### config.mk
export PLATFORM = sky130hd
export DESIGN_NAME = ppm_frame_generator_unit_flat
export DESIGN_NICKNAME = d
export VERILOG_FILES = /design/src/design/ppmfg_pkg.sv /design/src/design/ppmfg_item_if.sv /design/src/design/ppmfg_result_if.sv /design/src/design/ppmfg_cfg_if.sv /design/src/design/ppm_frame_generator_unit.sv /design/src/design/ppmfg_channel_bank.sv /design/src/design/ppmfg_slot_timer.sv /design/src/flat_wrapper.sv
export SDC_FILE = /design/constraint.sdc
export NUM_CORES = 1
export LEC_CHECK = 0
export ABC_AREA = 1
export BUFFER_PORTS_ARGS = -buffer_cell sky130_fd_sc_hd__buf_2
export CAP_MARGIN = 20
export CORE_MARGIN = 1
export CORE_UTILIZATION = 53
export DETAILED_ROUTE_END_ITERATION = 6
export PLACE_DENSITY = 0.69
export SLEW_MARGIN = 10
export SYNTH_ARGS = -nofsm -noshare
export SYNTH_HDL_FRONTEND = slang
export SYNTH_HIERARCHICAL = 1
export SYNTH_SLANG_ARGS = --single-unit
export TNS_END_PERCENT = 50
### constraint.sdc
create_clock -name clk -period 10.2 [get_ports clk]
set_input_delay 1.53 -clock clk [delete_from_list [all_inputs] [get_ports clk]]
set_output_delay 1.53 -clock clk [all_outputs]
set_load 0.01 [all_outputs]
### src/design/ppmfg_pkg.sv
`timescale 1ns / 1ps

package ppmfg_pkg;

    // Fixed field widths of the item and result channels.
    localparam int unsigned VALUE_W     = 16;
    localparam int unsigned CH_INDEX_W  = 3;
    localparam int unsigned SLOT_W      = 3;
    localparam int unsigned CFG_INDEX_W = 1;

    // Item kinds.
    localparam logic KIND_TICK  = 1'b0;
    localparam logic KIND_WRITE = 1'b1;

    // Configuration register indexes.
    localparam logic [CFG_INDEX_W-1:0] CFG_FRAME_LENGTH = 1'b0;
    localparam logic [CFG_INDEX_W-1:0] CFG_PULSE_WIDTH  = 1'b1;

    // Configuration reset values.
    localparam logic [VALUE_W-1:0] FRAME_LENGTH_RESET = 16'd46080;
    localparam logic [VALUE_W-1:0] PULSE_WIDTH_RESET  = 16'd691;

    // Channel write request from the item stage to the channel bank.
    typedef struct packed {
        logic                  en;
        logic [CH_INDEX_W-1:0] index;
        logic [VALUE_W-1:0]    value;
    } ch_wr_t;

    // One result item.
    typedef struct packed {
        logic              ppm_level;
        logic [SLOT_W-1:0] slot_index;
        logic              slot_start;
    } result_t;

endpackage

### src/design/ppmfg_item_if.sv
`timescale 1ns / 1ps

interface ppmfg_item_if;

    logic                                valid;
    logic                                ready;
    logic                                kind;
    logic [ppmfg_pkg::CH_INDEX_W-1:0]    channel_index;
    logic [ppmfg_pkg::VALUE_W-1:0]       channel_value;

    modport source (output valid, output kind, output channel_index, output channel_value,
                    input ready);
    modport sink   (input valid, input kind, input channel_index, input channel_value,
                    output ready);

endinterface

### src/design/ppmfg_result_if.sv
`timescale 1ns / 1ps

interface ppmfg_result_if;

    logic                            valid;
    logic                            ready;
    logic                            ppm_level;
    logic [ppmfg_pkg::SLOT_W-1:0]    slot_index;
    logic                            slot_start;

    modport source (output valid, output ppm_level, output slot_index, output slot_start,
                    input ready);
    modport sink   (input valid, input ppm_level, input slot_index, input slot_start,
                    output ready);

endinterface

### src/design/ppmfg_cfg_if.sv
`timescale 1ns / 1ps

interface ppmfg_cfg_if;

    logic                                 valid;
    logic                                 ready;
    logic [ppmfg_pkg::CFG_INDEX_W-1:0]    index;
    logic [ppmfg_pkg::VALUE_W-1:0]        data;

    modport source (output valid, output index, output data, input ready);
    modport sink   (input valid, input index, input data, output ready);

endinterface

### src/design/ppm_frame_generator_unit.sv
`timescale 1ns / 1ps

// Latency: a result is presented in the cycle after its input transfer.
// Throughput: one item per cycle; the timers and the channel sum update in a single pass.
// A result waiting in the output register holds off the input until its transfer completes.
// Reset: channels, timers and slot counter clear; frame_length = 46080, pulse_width = 691.
// The first tick after reset starts slot 0.
module ppm_frame_generator_unit #(
    parameter int unsigned NUM_CHANNELS = 6
) (
    input  logic                   clk,
    input  logic                   rst_n,
    ppmfg_item_if.sink             in_item,
    ppmfg_result_if.source         out_result,
    ppmfg_cfg_if.sink              cfg
);

    localparam int unsigned SC_W  = $clog2(NUM_CHANNELS + 1);
    localparam int unsigned SUM_W = ppmfg_pkg::VALUE_W + $clog2(NUM_CHANNELS + 1);

    logic [ppmfg_pkg::VALUE_W-1:0] frame_length_reg;
    logic [ppmfg_pkg::VALUE_W-1:0] pulse_width_reg;
    logic                          out_valid_reg;
    ppmfg_pkg::result_t            result_reg;
    ppmfg_pkg::result_t            result_next;
    ppmfg_pkg::ch_wr_t             ch_wr;
    logic [SC_W-1:0]               rd_slot;
    logic [ppmfg_pkg::VALUE_W-1:0] slot_value;
    logic [SUM_W-1:0]              ch_sum;
    logic                          accept;
    logic                          tick;

    // Input transfer is taken whenever the output register is free or being emptied.
    assign in_item.ready = !out_valid_reg || out_result.ready;
    assign accept        = in_item.valid && in_item.ready;
    assign tick          = accept && (in_item.kind == ppmfg_pkg::KIND_TICK);

    assign ch_wr.en    = accept && (in_item.kind == ppmfg_pkg::KIND_WRITE);
    assign ch_wr.index = in_item.channel_index;
    assign ch_wr.value = in_item.channel_value;

    // Configuration writes are always taken.
    assign cfg.ready = 1'b1;

    always_ff @(posedge clk or negedge rst_n)
    begin
        if (!rst_n)
        begin
            frame_length_reg <= ppmfg_pkg::FRAME_LENGTH_RESET;
            pulse_width_reg  <= ppmfg_pkg::PULSE_WIDTH_RESET;
        end
        else if (cfg.valid)
        begin
            case (cfg.index)
                ppmfg_pkg::CFG_FRAME_LENGTH: frame_length_reg <= cfg.data;
                ppmfg_pkg::CFG_PULSE_WIDTH:  pulse_width_reg  <= cfg.data;
                default:                     ;
            endcase
        end
    end

    ppmfg_channel_bank #(
        .NUM_CHANNELS (NUM_CHANNELS),
        .SC_W         (SC_W),
        .SUM_W        (SUM_W)
    ) u_bank (
        .clk      (clk),
        .rst_n    (rst_n),
        .wr       (ch_wr),
        .rd_slot  (rd_slot),
        .rd_value (slot_value),
        .ch_sum   (ch_sum)
    );

    ppmfg_slot_timer #(
        .NUM_CHANNELS (NUM_CHANNELS),
        .SC_W         (SC_W),
        .SUM_W        (SUM_W)
    ) u_timer (
        .clk          (clk),
        .rst_n        (rst_n),
        .tick         (tick),
        .frame_length (frame_length_reg),
        .pulse_width  (pulse_width_reg),
        .slot_value   (slot_value),
        .ch_sum       (ch_sum),
        .rd_slot      (rd_slot),
        .result       (result_next)
    );

    // Output register: holds a result until its transfer completes.
    always_ff @(posedge clk or negedge rst_n)
    begin
        if (!rst_n)
        begin
            out_valid_reg <= 1'b0;
        end
        else if (accept)
        begin
            out_valid_reg <= 1'b1;
        end
        else if (out_result.ready)
        begin
            out_valid_reg <= 1'b0;
        end
    end

    always_ff @(posedge clk)
    begin
        if (accept)
        begin
            result_reg <= result_next;
        end
    end

    assign out_result.valid      = out_valid_reg;
    assign out_result.ppm_level  = result_reg.ppm_level;
    assign out_result.slot_index = result_reg.slot_index;
    assign out_result.slot_start = result_reg.slot_start;

endmodule

### src/design/ppmfg_channel_bank.sv
`timescale 1ns / 1ps

module ppmfg_channel_bank #(
    parameter int unsigned NUM_CHANNELS = 6,
    parameter int unsigned SC_W         = 3,
    parameter int unsigned SUM_W        = 19
) (
    input  logic                             clk,
    input  logic                             rst_n,
    input  ppmfg_pkg::ch_wr_t                wr,
    input  logic [SC_W-1:0]                  rd_slot,
    output logic [ppmfg_pkg::VALUE_W-1:0]    rd_value,
    output logic [SUM_W-1:0]                 ch_sum
);

    logic [ppmfg_pkg::VALUE_W-1:0] store_reg  [NUM_CHANNELS];
    logic [ppmfg_pkg::VALUE_W-1:0] store_next [NUM_CHANNELS];
    logic [ppmfg_pkg::VALUE_W-1:0] old_value;
    logic [SUM_W-1:0]              sum_reg;
    logic [SUM_W-1:0]              sum_next;
    logic                          wr_hit;

    // Decode the write, pick the value it replaces and keep the channel sum current.
    always_comb
    begin
        wr_hit    = wr.en && (int'(wr.index) < NUM_CHANNELS);
        old_value = '0;
        for (int k = 0; k < NUM_CHANNELS; k++)
        begin
            store_next[k] = store_reg[k];
            if (int'(wr.index) == k)
            begin
                old_value = store_reg[k];
            end
            if (wr_hit && (int'(wr.index) == k))
            begin
                store_next[k] = wr.value;
            end
        end
        sum_next = sum_reg;
        if (wr_hit)
        begin
            sum_next = sum_reg - SUM_W'(old_value) + SUM_W'(wr.value);
        end
    end

    // Duration of the slot that begins next; the sync slot reads zero and is unused.
    always_comb
    begin
        rd_value = '0;
        for (int k = 0; k < NUM_CHANNELS; k++)
        begin
            if (int'(rd_slot) == k)
            begin
                rd_value = store_reg[k];
            end
        end
    end

    assign ch_sum = sum_reg;

    always_ff @(posedge clk or negedge rst_n)
    begin
        if (!rst_n)
        begin
            for (int k = 0; k < NUM_CHANNELS; k++)
            begin
                store_reg[k] <= '0;
            end
            sum_reg <= '0;
        end
        else
        begin
            for (int k = 0; k < NUM_CHANNELS; k++)
            begin
                store_reg[k] <= store_next[k];
            end
            sum_reg <= sum_next;
        end
    end

endmodule

### src/design/ppmfg_slot_timer.sv
`timescale 1ns / 1ps

module ppmfg_slot_timer #(
    parameter int unsigned NUM_CHANNELS = 6,
    parameter int unsigned SC_W         = 3,
    parameter int unsigned SUM_W        = 19
) (
    input  logic                             clk,
    input  logic                             rst_n,
    input  logic                             tick,
    input  logic [ppmfg_pkg::VALUE_W-1:0]    frame_length,
    input  logic [ppmfg_pkg::VALUE_W-1:0]    pulse_width,
    input  logic [ppmfg_pkg::VALUE_W-1:0]    slot_value,
    input  logic [SUM_W-1:0]                 ch_sum,
    output logic [SC_W-1:0]                  rd_slot,
    output ppmfg_pkg::result_t               result
);

    localparam logic [SC_W-1:0] SYNC_SLOT = SC_W'(NUM_CHANNELS);

    logic [SC_W-1:0]               sc_reg;
    logic [SC_W-1:0]               sc_next;
    logic [ppmfg_pkg::VALUE_W-1:0] sr_reg;
    logic [ppmfg_pkg::VALUE_W-1:0] sr_next;
    logic [ppmfg_pkg::VALUE_W-1:0] pr_reg;
    logic [ppmfg_pkg::VALUE_W-1:0] pr_next;
    logic [ppmfg_pkg::VALUE_W-1:0] sr_dec;
    logic [ppmfg_pkg::VALUE_W-1:0] pr_dec;
    logic [ppmfg_pkg::VALUE_W-1:0] sync_dur;
    logic [SUM_W:0]                sum_plus_pulse;
    logic [SC_W-1:0]               active_slot;
    logic                          started;

    // The sync slot fills the rest of the frame but never drops below one pulse.
    always_comb
    begin
        sum_plus_pulse = (SUM_W + 1)'(ch_sum) + (SUM_W + 1)'(pulse_width);
        if ((SUM_W + 1)'(frame_length) >= sum_plus_pulse)
        begin
            sync_dur = ppmfg_pkg::VALUE_W'((SUM_W + 1)'(frame_length) - (SUM_W + 1)'(ch_sum));
        end
        else
        begin
            sync_dur = pulse_width;
        end
    end

    // Count down both timers on a tick and start the next slot when the current one ends.
    always_comb
    begin
        sr_dec  = (sr_reg != '0) ? sr_reg - 1'b1 : '0;
        pr_dec  = (pr_reg != '0) ? pr_reg - 1'b1 : '0;
        sr_next = sr_reg;
        pr_next = pr_reg;
        sc_next = sc_reg;
        started = 1'b0;
        if (tick)
        begin
            sr_next = sr_dec;
            pr_next = pr_dec;
            if (sr_dec == '0)
            begin
                if (sc_reg != SYNC_SLOT)
                begin
                    sr_next = slot_value;
                    sc_next = sc_reg + 1'b1;
                end
                else
                begin
                    sr_next = sync_dur;
                    sc_next = '0;
                end
                pr_next = pulse_width;
                started = 1'b1;
            end
        end
    end

    // The slot being timed is the one before the next slot to begin.
    always_comb
    begin
        active_slot       = (sc_next == '0) ? SYNC_SLOT : sc_next - 1'b1;
        result.ppm_level  = (pr_next != '0);
        result.slot_index = ppmfg_pkg::SLOT_W'(active_slot);
        result.slot_start = started;
    end

    assign rd_slot = sc_reg;

    always_ff @(posedge clk or negedge rst_n)
    begin
        if (!rst_n)
        begin
            sc_reg <= '0;
            sr_reg <= '0;
            pr_reg <= '0;
        end
        else
        begin
            sc_reg <= sc_next;
            sr_reg <= sr_next;
            pr_reg <= pr_next;
        end
    end

endmodule

### src/flat_wrapper.sv
// flat-port wrapper written by rule: the top's interface ports become plain ports
module ppm_frame_generator_unit_flat 
#(
    parameter int unsigned NUM_CHANNELS = 6
)
  (clk, rst_n, in_item_valid, in_item_kind, in_item_channel_index, in_item_channel_value, in_item_ready, out_result_valid, out_result_ppm_level, out_result_slot_index, out_result_slot_start, out_result_ready, cfg_valid, cfg_index, cfg_data, cfg_ready);
  ppmfg_item_if in_item_i ();
  ppmfg_result_if out_result_i ();
  ppmfg_cfg_if cfg_i ();
  input  logic clk;
  input  logic rst_n;
  input wire logic [$bits(in_item_i.valid)-1:0] in_item_valid;
  input wire logic [$bits(in_item_i.kind)-1:0] in_item_kind;
  input wire logic [$bits(in_item_i.channel_index)-1:0] in_item_channel_index;
  input wire logic [$bits(in_item_i.channel_value)-1:0] in_item_channel_value;
  output wire logic [$bits(in_item_i.ready)-1:0] in_item_ready;
  output wire logic [$bits(out_result_i.valid)-1:0] out_result_valid;
  output wire logic [$bits(out_result_i.ppm_level)-1:0] out_result_ppm_level;
  output wire logic [$bits(out_result_i.slot_index)-1:0] out_result_slot_index;
  output wire logic [$bits(out_result_i.slot_start)-1:0] out_result_slot_start;
  input wire logic [$bits(out_result_i.ready)-1:0] out_result_ready;
  input wire logic [$bits(cfg_i.valid)-1:0] cfg_valid;
  input wire logic [$bits(cfg_i.index)-1:0] cfg_index;
  input wire logic [$bits(cfg_i.data)-1:0] cfg_data;
  output wire logic [$bits(cfg_i.ready)-1:0] cfg_ready;
  assign in_item_i.valid = in_item_valid;
  assign in_item_i.kind = in_item_kind;
  assign in_item_i.channel_index = in_item_channel_index;
  assign in_item_i.channel_value = in_item_channel_value;
  assign in_item_ready = in_item_i.ready;
  assign out_result_valid = out_result_i.valid;
  assign out_result_ppm_level = out_result_i.ppm_level;
  assign out_result_slot_index = out_result_i.slot_index;
  assign out_result_slot_start = out_result_i.slot_start;
  assign out_result_i.ready = out_result_ready;
  assign cfg_i.valid = cfg_valid;
  assign cfg_i.index = cfg_index;
  assign cfg_i.data = cfg_data;
  assign cfg_ready = cfg_i.ready;
  ppm_frame_generator_unit #(.NUM_CHANNELS(NUM_CHANNELS)) u_core (.clk(clk), .rst_n(rst_n), .in_item(in_item_i), .out_result(out_result_i), .cfg(cfg_i));
endmodule
==> reports/results.ini, run 1 <==
[critical_path]
critical_path.endpoint_type = flip-flop
timing.critical_path.arrival_ns = 4.95
crit_path_start_kind = flip-flop
worstPathRequired_ns = 10.58
critical_path_class = reg -> reg
path_max_fanout = 17

[global_route]
grt_first_pass_wirelength_um = 62720
global_route.usage.total_pct = 30.17
antenna_found_initial = 0
grt.overflow.total = 0
grt_start_max_net_pins = 113
first_global_vias = 11840

[clocking]
cts_hold_repair.buffers = 0
cts_setup_buffers = 0
root_buffer = sky130_fd_sc_hd__clkbuf_16
insertion_delay_ns = 0.45
cts.path.max_buffers = 2
cts_buffers = 17
cts-htree-levels = 4
worst_setup_hold_path_clk_slew_ns = 0.08
cts_tree = built
cts_sinks = 188
post_cts_resize_count = 0

[synth]
yosys.area.top_type = sky130_fd_sc_hd__dfrtp_1
yosys_register_bits = 188
yosys.cell_count.top_type = sky130_fd_sc_hd__nand2_1
post_synth_edffs = 5
count_of_mapped_cells_out_of_synthesis = 1919
synthDistinctLibCells = 53
synth_top_area_share_pct = 31.63
syn-mean-instance-area_um2 = 7.133
synthesis.yosys.warnings = 6
synth_sequential_area_ratio_pct = 34.64
synthesis.nets = 2050
dominantRegCellSynth = sky130_fd_sc_hd__dfrtp_1
synthTopCellsByArea = sky130_fd_sc_hd__dfrtp_1 32%, sky130_fd_sc_hd__nand2_1 17%, sky130_fd_sc_hd__ha_1 6.5%
async_flop_share_pct = 97.34
area_of_the_mapped_netlist_um2 = 13690
ys_top_cells_by_count = 638 x sky130_fd_sc_hd__nand2_1, 204 x sky130_fd_sc_hd__inv_1, 173 x sky130_fd_sc_hd__dfrtp_1

[pwr]
power.static_leakage_nw = 7.430
max-vdd-ir-drop_mv = 0.1298
power-per-cell-area_nw_per_um2 = 289.0
fin_total_pwr_mw = 4.262

[sta]
timing.final.crit_share_pct = 44.79
fin_skew_ns = 0.01878
final_period_minus_worst_setup_slack_ns = 4.569
grt_setup_unrepaired = false
setup_tns_ns = 0
worst_slew_pin_slew_ns = 0.9405
hold_viol = 0
maxSlewViolCount = 0
timing.fmax_ghz = 0.2189
maxSlewHeadroom_pct = 37.30
setup-violations-final = 0

[floorplanning]
die-area_um2 = 26470
row_count = 58
num_io_pins = 50
core_region_area_um2 = 25250
floorplan.die.height_um = 162.7
floorplan.initialDensity_pct = 54.20
floorplan.die.width_um = 162.7

[routing]
initialDrtViolationCount = 1370
wirelength_um = 38790
drt-pass1-iter-count = 7
routed_wire_length_per_instance_um = 17.02
drcViolationCount = 0
ant_nets = 0
route.vias.total = 12950
route.detailed.vias_per_inst = 5.683

[layout]
num-nets-final = 2067
antenna_cells_inserted = 0
layout-drive-gt1-share_pct = 8.107
largest_register_ff_count = 96
area_delta_synth_final_pct = 7.742
stdcell_area_um2 = 14750

[placement]
io_buffers = 48
place_hpwl_um = 28690
placed_area_um2 = 14070
place_congestion = 0.9621

[status]
result_of_the_run = complete, no violations

[hold_path]
min-delay-path-class = reg -> reg

[run]
timing.max_cap.violations = 0

-- worst max-delay path: stages, from the launching register on --
cell                      delay [ns]
sky130_fd_sc_hd__dfrtp_1        0.46
sky130_fd_sc_hd__ha_1           0.39
sky130_fd_sc_hd__nand2_1        0.14
sky130_fd_sc_hd__inv_1          0.05
sky130_fd_sc_hd__nand2_1        0.06
sky130_fd_sc_hd__nand2_1        0.07
sky130_fd_sc_hd__a21oi_1        0.20
sky130_fd_sc_hd__nor2_1         0.06
sky130_fd_sc_hd__nor2_1         0.21
sky130_fd_sc_hd__o21ai_0        0.19
sky130_fd_sc_hd__a31oi_1        0.24
sky130_fd_sc_hd__xor2_1         0.11
sky130_fd_sc_hd__ha_1           0.31
sky130_fd_sc_hd__nand2_1        0.07
sky130_fd_sc_hd__nor2_1         0.18
sky130_fd_sc_hd__nand2_1        0.10
sky130_fd_sc_hd__a21oi_2        0.60
sky130_fd_sc_hd__nand2_1        0.47
sky130_fd_sc_hd__nand2_1        0.16
sky130_fd_sc_hd__nand3_1        0.13
sky130_fd_sc_hd__nand2_1        0.15
sky130_fd_sc_hd__nand2_1        0.07
sky130_fd_sc_hd__nand2_1        0.08
-- cell families (layout without fill, tap and decap cells) --
group	after synthesis	in the layout	share of synthesized area (%)
XOR/XNOR	43	43	2.751
adder cells (fa/ha/maj)	89	89	9.123
AND/OR/NAND/NOR	994	994	31.58
buffers and inverters	276	306	8.483
AO/OA/AOI/OAI	328	328	13.39
flip-flops	188	188	34.64
other	1	1	0.02740
-- cells in the final DEF, fill, tap and decap left out, types with 11 or more instances in the layout --
cell / count
sky130_fd_sc_hd__buf_2: 47
sky130_fd_sc_hd__clkbuf_16: 17
sky130_fd_sc_hd__o22ai_1: 30
sky130_fd_sc_hd__a211oi_1: 16
sky130_fd_sc_hd__nand3_1: 151
sky130_fd_sc_hd__o2111ai_1: 15
sky130_fd_sc_hd__o21ai_0: 53
sky130_fd_sc_hd__o21ai_1: 90
sky130_fd_sc_hd__xor2_1: 22
sky130_fd_sc_hd__nand4_1: 25
sky130_fd_sc_hd__xnor2_1: 21
sky130_fd_sc_hd__a21oi_1: 100
sky130_fd_sc_hd__ha_1: 71
sky130_fd_sc_hd__inv_1: 204
sky130_fd_sc_hd__nand2_2: 11
sky130_fd_sc_hd__nand2_1: 638
sky130_fd_sc_hd__dfrtp_1: 173
sky130_fd_sc_hd__fa_1: 18
sky130_fd_sc_hd__nand3b_1: 11
sky130_fd_sc_hd__nor3_1: 12
sky130_fd_sc_hd__nor2_1: 105
-- report_power, final --
group          internal [mW]  leakage [nW]  switching (mW)  total [mW]
Clock                  0.335         0.297           0.353       0.689
Sequential             0.952          2.35           0.243        1.20
Combinational          0.841          4.78            1.54        2.38
-- final timing paths --
kind                                               end  slack (ns)                       from  cells past startpoint
max                          u_core/u_timer/sr_reg[11]        5.63    u_core/u_bank/ch_sum[3]                     22
min                          u_core/pulse_width_reg[4]        0.48  u_core/pulse_width_reg[4]                      2
max reg2reg                  u_core/u_timer/sr_reg[11]        5.63    u_core/u_bank/ch_sum[3]                     22
min reg2reg                  u_core/pulse_width_reg[4]        0.48  u_core/pulse_width_reg[4]                      2
max in group asynchronous  u_core/u_bank/store_reg[26]        7.53                      rst_n                      2
min in group asynchronous  u_core/u_bank/store_reg[51]        1.18                      rst_n                      1
-- area by class of cell --
| type | count | area (um^2) |
|---|---|---|
| clock buffer | 17 | 425.4 |
| sequential | 188 | 4742 |
| multi-input combinational | 1455 | 7789 |
| inverter | 215 | 813.3 |
| timing repair buffer | 59 | 371.6 |
| tap | 330 | 412.9 |
| clock inverter | 15 | 193.9 |
| fill | 2434 | 10510 |
-- per-stage QoR --
step	utilization [%]	hold slack [ns]	instances	setup slack, ns
floorplan	-	0.4419	1919	6.228
global placement	55.73	0.4599	2245	5.574
detailed placement	55.73	0.4651	2245	5.490
CTS	58.18	0.4820	2277	5.732
global route	58.40	0.5034	2279	5.250
finish	58.40	0.4771	2279	5.631
-- layer usage --
metal,routed length (um),GRT usage [%]
met1,18130,44.71
met2,17190,46.40
met3,2759,4.100
met4,709,7.137
met5,0,0
Power figures use the tool's default switching activity.
==> run 2: changes to the inputs <==
==> constraint.sdc (replaced) <==
create_clock -name clk -period 4.3 [get_ports clk]
set_input_delay 0.645 -clock clk [delete_from_list [all_inputs] [get_ports clk]]
set_output_delay 0.645 -clock clk [all_outputs]
set_load 0.01 [all_outputs]
==> reports/results.ini, run 2 (synthesis results as in run 1) <==
[status]
result_of_the_run = complete, no violations

[pwr]
fin_total_pwr_mw = 10.26  ; +140%
power.static_leakage_nw = 7.448  ; +0.25%
max-vdd-ir-drop_mv = 0.5042  ; +290%
power-per-cell-area_nw_per_um2 = 694.6  ; +140%

[clocking]
cts_setup_buffers = 0  ; unchanged
insertion_delay_ns = 0.45  ; about the same
cts_buffers = 17  ; unchanged
cts-htree-levels = 4  ; unchanged
cts.path.max_buffers = 2  ; unchanged
cts_tree = built
root_buffer = sky130_fd_sc_hd__clkbuf_16
worst_setup_hold_path_clk_slew_ns = 0.09  ; about the same
cts_sinks = 188  ; unchanged

[critical_path]
critical_path.n_buffers_inverters = 1  ; unchanged
critical_path_class = reg -> reg
crit_path_start_kind = flip-flop
slowest_delay_ns = 0.45  ; -0.15 ns
worstPathRequired_ns = 4.64  ; -5.94 ns
path_common_cell = sky130_fd_sc_hd__nand2_1
cp_top_family = simple AND/OR/NAND/NOR gates
worst-r2r-setup-slack_ns = 0.45  ; -5.18 ns
critical_path.endpoint_type = flip-flop
crit_chain = ha_1, nand2_1, nand2_1, nand2_1, nand2_1, a21oi_1, nor2_1, nor2_1, o21ai_0, xnor2_1, ha_1, nand4_1, nor3_1, nand2_1, nand2_1, nand2_1, a21oi_2, buf_4, nand3_1, nand3_1, nand2_1, nand2_1, nand2_1
timing.critical_path.arrival_ns = 4.18  ; -0.77 ns
path_max_fanout = 16  ; -1
critPathSlowestCell = sky130_fd_sc_hd__dfrtp_1

[routing]
drcViolationCount = 0  ; unchanged
ant_nets = 0  ; unchanged
routed_wire_length_per_instance_um = 17.37  ; +2.0%
route.vias.total = 12950  ; +0.015%
initialDrtViolationCount = 1262  ; -7.9%
route.detailed.vias_per_inst = 5.666  ; -0.29%
drt-pass1-iter-count = 6  ; -1
wirelength_um = 39700  ; +2.3%

[sta]
worst_slew_pin_slew_ns = 0.9454  ; +0.004892 ns
hold_viol = 0  ; unchanged
timing.fmax_ghz = 0.2599  ; +19%
maxSlewViolCount = 0  ; unchanged
timing.final.crit_share_pct = 89.48  ; +45 points
setup_tns_ns = 0  ; unchanged
final_period_minus_worst_setup_slack_ns = 3.848  ; -0.7209 ns
setup-violations-final = 0  ; unchanged
fin_skew_ns = 0.02211  ; +0.003330 ns
maxSlewHeadroom_pct = 36.98  ; -0.33 points
grt_setup_unrepaired = false

[global_route]
grt.overflow.total = 0  ; unchanged
antenna_found_initial = 0  ; unchanged
grt_first_pass_wirelength_um = 64200  ; +2.4%
first_global_vias = 11980  ; +1.2%
grt_start_max_net_pins = 105  ; -7.1%
global_route.usage.total_pct = 30.96  ; +0.79 points

[floorplanning]
floorplan.die.height_um = 162.7  ; unchanged
die-area_um2 = 26470  ; unchanged
floorplan.die.width_um = 162.7  ; unchanged
core_region_area_um2 = 25250  ; unchanged
row_count = 58  ; unchanged
num_io_pins = 50  ; unchanged
floorplan.initialDensity_pct = 54.20  ; unchanged

[layout]
antenna_cells_inserted = 0  ; unchanged
final_cells = 2286  ; +0.31%
layout-drive-gt1-share_pct = 8.487  ; +0.38 points
area_delta_synth_final_pct = 7.925
mostFrequentLayoutCell = sky130_fd_sc_hd__nand2_1
num-nets-final = 2074  ; +0.34%
final.fill_count = 2456  ; +0.90%
mostFrequentLayoutCells = 637 x sky130_fd_sc_hd__nand2_1, 204 x sky130_fd_sc_hd__inv_1, 173 x sky130_fd_sc_hd__dfrtp_1, 151 x sky130_fd_sc_hd__nand3_1, 105 x sky130_fd_sc_hd__nor2_1
largest_register_ff_count = 96  ; unchanged

[hold_path]
min-delay-path-class = in -> async

[placement]
io_buffers = 48  ; unchanged
place_hpwl_um = 29680  ; +3.5%
place_congestion = 0.9554  ; -0.70%
post-place-cells = 2254  ; +0.40%

[run]
timing.max_cap.violations = 0  ; unchanged

==> run 2: cell types whose count changed in the layout (fill, tap and decap cells not counted), sizes merged <==
cell / change
clkinv: -5
inv: +3
buf: +7
clkinvlp: +1
bufinv: +1
==> run 2: worst paths after layout <==
path	start	to	cells after the start
worst max-delay path	u_core/u_bank/ch_sum[2]	u_core/u_timer/sr_reg[14]	23
worst min-delay path	rst_n	u_core/u_bank/store_reg[80]	1
worst max register to register	u_core/u_bank/ch_sum[2]	u_core/u_timer/sr_reg[14]	23
worst min register to register	u_core/frame_length_reg[0]	u_core/frame_length_reg[0]	2
max in group asynchronous	rst_n	u_core/u_bank/store_reg[55]	2
min in group clk	cfg_data[10]	u_core/frame_length_reg[10]	3
==> run 2: stage by stage <==
step / utilization [%] / hold slack, ns / setup slack, ns / cell area (um^2)
global route: 58.50 / 0.3490 / 0.09854 / 14770
detailed placement: 56.04 / 0.4712 / 0.4364 / 14150
global placement: 56.04 / 0.4617 / 0.5722 / 14150
floorplan: - / 0.3494 / 0.9414 / 13690
finish: 58.50 / 0.2599 / 0.4524 / 14770
CTS: 58.49 / 0.3375 / 0.4016 / 14770
==> run 2: power by group <==
part | internal (mW) | switching, mW | total, mW
combinational | 2.04 | 3.71 | 5.75
sequential | 2.26 | 0.560 | 2.82
clock | 0.844 | 0.848 | 1.69
==> run 2: area by class of cell <==
class	instances	area [um^2]	area share, %
Multi-Input combinational cell	1455	7791	52.74
Timing Repair Buffer	66	396.6	2.685
Sequential cell	188	4742	32.10
Tap cell	330	412.9	2.795
Clock buffer	17	425.4	2.880
Inverter	215	813.3	5.505
Clock inverter	15	191.4	1.296
==> run 2: worst reg2reg max path, cell delays in order (launching register included) <==
cell	delay, ns
sky130_fd_sc_hd__dfrtp_1	0.45
sky130_fd_sc_hd__ha_1	0.41
sky130_fd_sc_hd__nand2_1	0.11
sky130_fd_sc_hd__nand2_1	0.07
sky130_fd_sc_hd__nand2_1	0.07
sky130_fd_sc_hd__nand2_1	0.06
sky130_fd_sc_hd__a21oi_1	0.20
sky130_fd_sc_hd__nor2_1	0.06
sky130_fd_sc_hd__nor2_1	0.20
sky130_fd_sc_hd__o21ai_0	0.19
sky130_fd_sc_hd__xnor2_1	0.18
sky130_fd_sc_hd__ha_1	0.34
sky130_fd_sc_hd__nand4_1	0.12
sky130_fd_sc_hd__nor3_1	0.15
sky130_fd_sc_hd__nand2_1	0.07
sky130_fd_sc_hd__nand2_1	0.09
sky130_fd_sc_hd__nand2_1	0.07
sky130_fd_sc_hd__a21oi_2	0.21
sky130_fd_sc_hd__buf_4	0.24
sky130_fd_sc_hd__nand3_1	0.16
sky130_fd_sc_hd__nand3_1	0.13
sky130_fd_sc_hd__nand2_1	0.06
sky130_fd_sc_hd__nand2_1	0.06
sky130_fd_sc_hd__nand2_1	0.05
==> run 2: repair_timing <==
item / 4_1_cts / 5_1_grt
hold buffers: 0 / 0
gates resized for setup: 0 / 1
setup endpoints to repair: 0 / 4
==> run 2: per-layer routing <==
| metal | GRT usage (%) | vias to the layer above | part of all wire, % |
|---|---|---|---|
| li1 | - | 6342 | - |
| met3 | 4.049 | 60 | 6.6 |
| met2 | 48.96 | 464 | 46 |
| met5 | 0 | - | 0 |
| met1 | 44.17 | 6087 | 45 |
| met4 | 9.133 | 0 | 2.1 |
==> run 3: changes to the inputs <==
--- a/config.mk
+++ b/config.mk
@@ -6,15 +6,16 @@
 export NUM_CORES = 1
 export LEC_CHECK = 0
 export ABC_AREA = 1
-export BUFFER_PORTS_ARGS = -buffer_cell sky130_fd_sc_hd__buf_2
+export BUFFER_PORTS_ARGS = -buffer_cell sky130_fd_sc_hd__buf_4
 export CAP_MARGIN = 20
 export CORE_MARGIN = 1
 export CORE_UTILIZATION = 53
 export DETAILED_ROUTE_END_ITERATION = 6
 export PLACE_DENSITY = 0.69
+export SETUP_SLACK_MARGIN = 0.02
 export SLEW_MARGIN = 10
 export SYNTH_ARGS = -nofsm -noshare
 export SYNTH_HDL_FRONTEND = slang
 export SYNTH_HIERARCHICAL = 1
 export SYNTH_SLANG_ARGS = --single-unit
-export TNS_END_PERCENT = 50
+export TNS_END_PERCENT = 10
==> reports/results.ini, run 3 (synthesis results as in run 1) <==
[critical_path]
slowest_delay_ns = 0.55  ; +0.10 ns
worstPathRequired_ns = 4.69  ; +0.05 ns
critical_path_class = reg -> reg
worst-r2r-cell-count = 21  ; -8.7%
path_common_cell = sky130_fd_sc_hd__nand2_1
crit_path_start_kind = flip-flop
critical_path.endpoint_type = flip-flop
worst_r2r_endpoint = u_core/u_timer/sr_reg[11]
timing.critical_path.arrival_ns = 4.27  ; +0.09 ns
regToRegStartpoint = u_core/pulse_width_reg[4]
path_max_fanout = 16  ; unchanged
critPathSlowestCell = sky130_fd_sc_hd__dfstp_2
worst-r2r-setup-slack_ns = 0.41  ; -0.04 ns
critical_path.n_buffers_inverters = 0  ; -1
cp_top_family = simple AND/OR/NAND/NOR gates
crit_chain = ha_1, a21oi_1, nand2_1, a21oi_1, nor2_1, nor2_1, o21ai_0, xnor2_1, ha_1, nand2_1, o21ai_0, a21oi_1, nand2_1, nand2_1, a21oi_2, nand2_1, nand2_1, nand3_1, nand2_1, nand2_1, nand2_1

[clocking]
worst_setup_hold_path_clk_slew_ns = 0.09  ; about the same
root_buffer = sky130_fd_sc_hd__clkbuf_16
post_cts_resize_count = 0  ; unchanged
insertion_delay_ns = 0.45  ; about the same
cts.path.max_buffers = 2  ; unchanged
cts_buffers = 17  ; unchanged
cts_setup_buffers = 0  ; unchanged
cts_hold_repair.buffers = 0  ; unchanged
cts_tree = built
cts_sinks = 188  ; unchanged
cts-htree-levels = 4  ; unchanged

[pwr]
power.static_leakage_nw = 7.502  ; +0.72%
p_comb_share_pct = 55.6  ; -0.4 points
max-vdd-ir-drop_mv = 0.4164  ; -17%
share_of_total_power_in_sequential_cells_pct = 27.5  ; about the same
fin_total_pwr_mw = 10.21  ; -0.51%
power.internal_mw = 5.173  ; +0.60%
p_sw_mw = 5.035  ; -1.6%
switching_share_pct = 49.32  ; -0.56 points
power-per-cell-area_nw_per_um2 = 684.5  ; -1.5%
p_clk_share_pct = 16.9  ; +0.4 points

[routing]
route.vias.total = 12820  ; -1.0%
routed_wire_length_per_instance_um = 16.77  ; -3.4%
route.detailed.vias_per_inst = 5.610  ; -1.0%
drt-pass1-iter-count = 5  ; -1
ant_nets = 0  ; unchanged
drcViolationCount = 0  ; unchanged
wirelength_um = 38320  ; -3.5%
initialDrtViolationCount = 1198  ; -5.1%

[floorplanning]
floorplan.die.height_um = 162.7  ; unchanged
floorplan.die.width_um = 162.7  ; unchanged
floorplan.initialDensity_pct = 54.20  ; unchanged
row_count = 58  ; unchanged
core_region_area_um2 = 25250  ; unchanged
die-area_um2 = 26470  ; unchanged
num_io_pins = 50  ; unchanged

[sta]
setup_tns_ns = 0  ; unchanged
maxSlewHeadroom_pct = 39.18  ; +2.2 points
final_period_minus_worst_setup_slack_ns = 3.886  ; +0.03855 ns
grt_setup_unrepaired = false
fin_skew_ns = 0.01768  ; -0.004437 ns
timing.fmax_ghz = 0.2573  ; -0.99%
maxSlewViolCount = 0  ; unchanged
setup-violations-final = 0  ; unchanged
timing.final.crit_share_pct = 90.38  ; +0.90 points
worst_slew_pin_slew_ns = 0.9073  ; -0.03804 ns
hold_viol = 0  ; unchanged

[layout]
layout-drive-gt1-share_pct = 8.389  ; -0.098 points
mostFrequentLayoutCell = sky130_fd_sc_hd__nand2_1
num-nets-final = 2073  ; -0.048%
stdcell_area_um2 = 14910  ; +0.96%
final.fill_count = 2446  ; -0.41%
mostFrequentLayoutCells = 638 x sky130_fd_sc_hd__nand2_1, 204 x sky130_fd_sc_hd__inv_1, 173 x sky130_fd_sc_hd__dfrtp_1, 151 x sky130_fd_sc_hd__nand3_1, 105 x sky130_fd_sc_hd__nor2_1
antenna_cells_inserted = 0  ; unchanged
largest_register_ff_count = 96  ; unchanged
area_delta_synth_final_pct = 8.958

[placement]
placed_area_um2 = 14260  ; +0.78%
place_congestion = 0.9304  ; -2.6%
io_buffers = 48  ; unchanged
place_hpwl_um = 29030  ; -2.2%

[global_route]
first_global_vias = 11710  ; -2.2%
grt_first_pass_wirelength_um = 61430  ; -4.3%
antenna_found_initial = 0  ; unchanged
global_route.usage.total_pct = 29.89  ; -1.1 points
grt_start_max_net_pins = 103  ; -1.9%
grt.overflow.total = 0  ; unchanged

[hold_path]
min-delay-path-class = in -> async

[status]
result_of_the_run = complete, no violations

[run]
timing.max_cap.violations = 0  ; unchanged

## run 3: changes by cell type in the layout (fill, tap and decap cells not counted), moves of 3 or more
| cell | before | now |
|---|---|---|
| sky130_fd_sc_hd__inv_12 | 0 | 3 |
| sky130_fd_sc_hd__inv_6 | 5 | 2 |
| sky130_fd_sc_hd__buf_2 | 47 | 0 |
| sky130_fd_sc_hd__buf_4 | 17 | 63 |
## run 3: how the worst max path moves through the flow
stage	cells past startpoint	to	from
finish	21	u_core/u_timer/sr_reg[11]	u_core/pulse_width_reg[4]
global route	23	u_core/u_timer/sr_reg[10]	u_core/u_bank/ch_sum[2]
CTS	23	u_core/u_timer/sr_reg[3]	u_core/u_bank/ch_sum[2]
detailed placement	23	u_core/u_timer/sr_reg[11]	u_core/u_bank/ch_sum[2]
global placement	19	u_core/u_bank/ch_sum[17]	in_item_channel_index[0]
floorplan	21	u_core/u_timer/sr_reg[12]	u_core/pulse_width_reg[4]
## run 3: per-layer routing
metal	vias up	GRT usage, %	part of all wire [%]
li1	6347	-	-
met1	5996	43.00	46
met2	422	46.63	45
met3	53	4.380	6.8
met4	0	8.496	1.9
met5	-	0	0
## run 3: stage by stage
stage                     setup WS (ns)  std cells  util [%]  hold slack [ns]
after floorplan                  0.9414       1919         -           0.3494
after CTS                        0.5049       2285     59.06           0.3307
after global routing             0.1168       2285     59.06           0.3591
after global placement           0.5708       2253     56.48           0.4563
after detailed placement         0.5350       2253     56.48           0.4674
final                            0.4138       2285     59.06           0.2942
## run 3: area by class of cell
class                      instances  area (um^2)  share of cell area [%]
multi-input combinational       1455         7789                   52.22
sequential                       188         4742                   31.80
inverter                         215        813.3                   5.453
timing repair buffer              65        506.7                   3.398
clock buffer                      17        425.4                   2.852
tap                              330        412.9                   2.768
clock inverter                    15        225.2                   1.510
## run 3: power groups by stage
stage | combinational (mW) | sequential (mW) | clock (mW)
3_5_place_dp | 5.56 | 2.84 | 0
5_1_grt | 6.41 | 2.88 | 1.83
3_3_place_gp | 5.46 | 2.83 | 0
2_1_floorplan | 4.33 | 2.66 | 0
4_1_cts | 5.60 | 2.80 | 1.76
6_report | 5.67 | 2.81 | 1.73
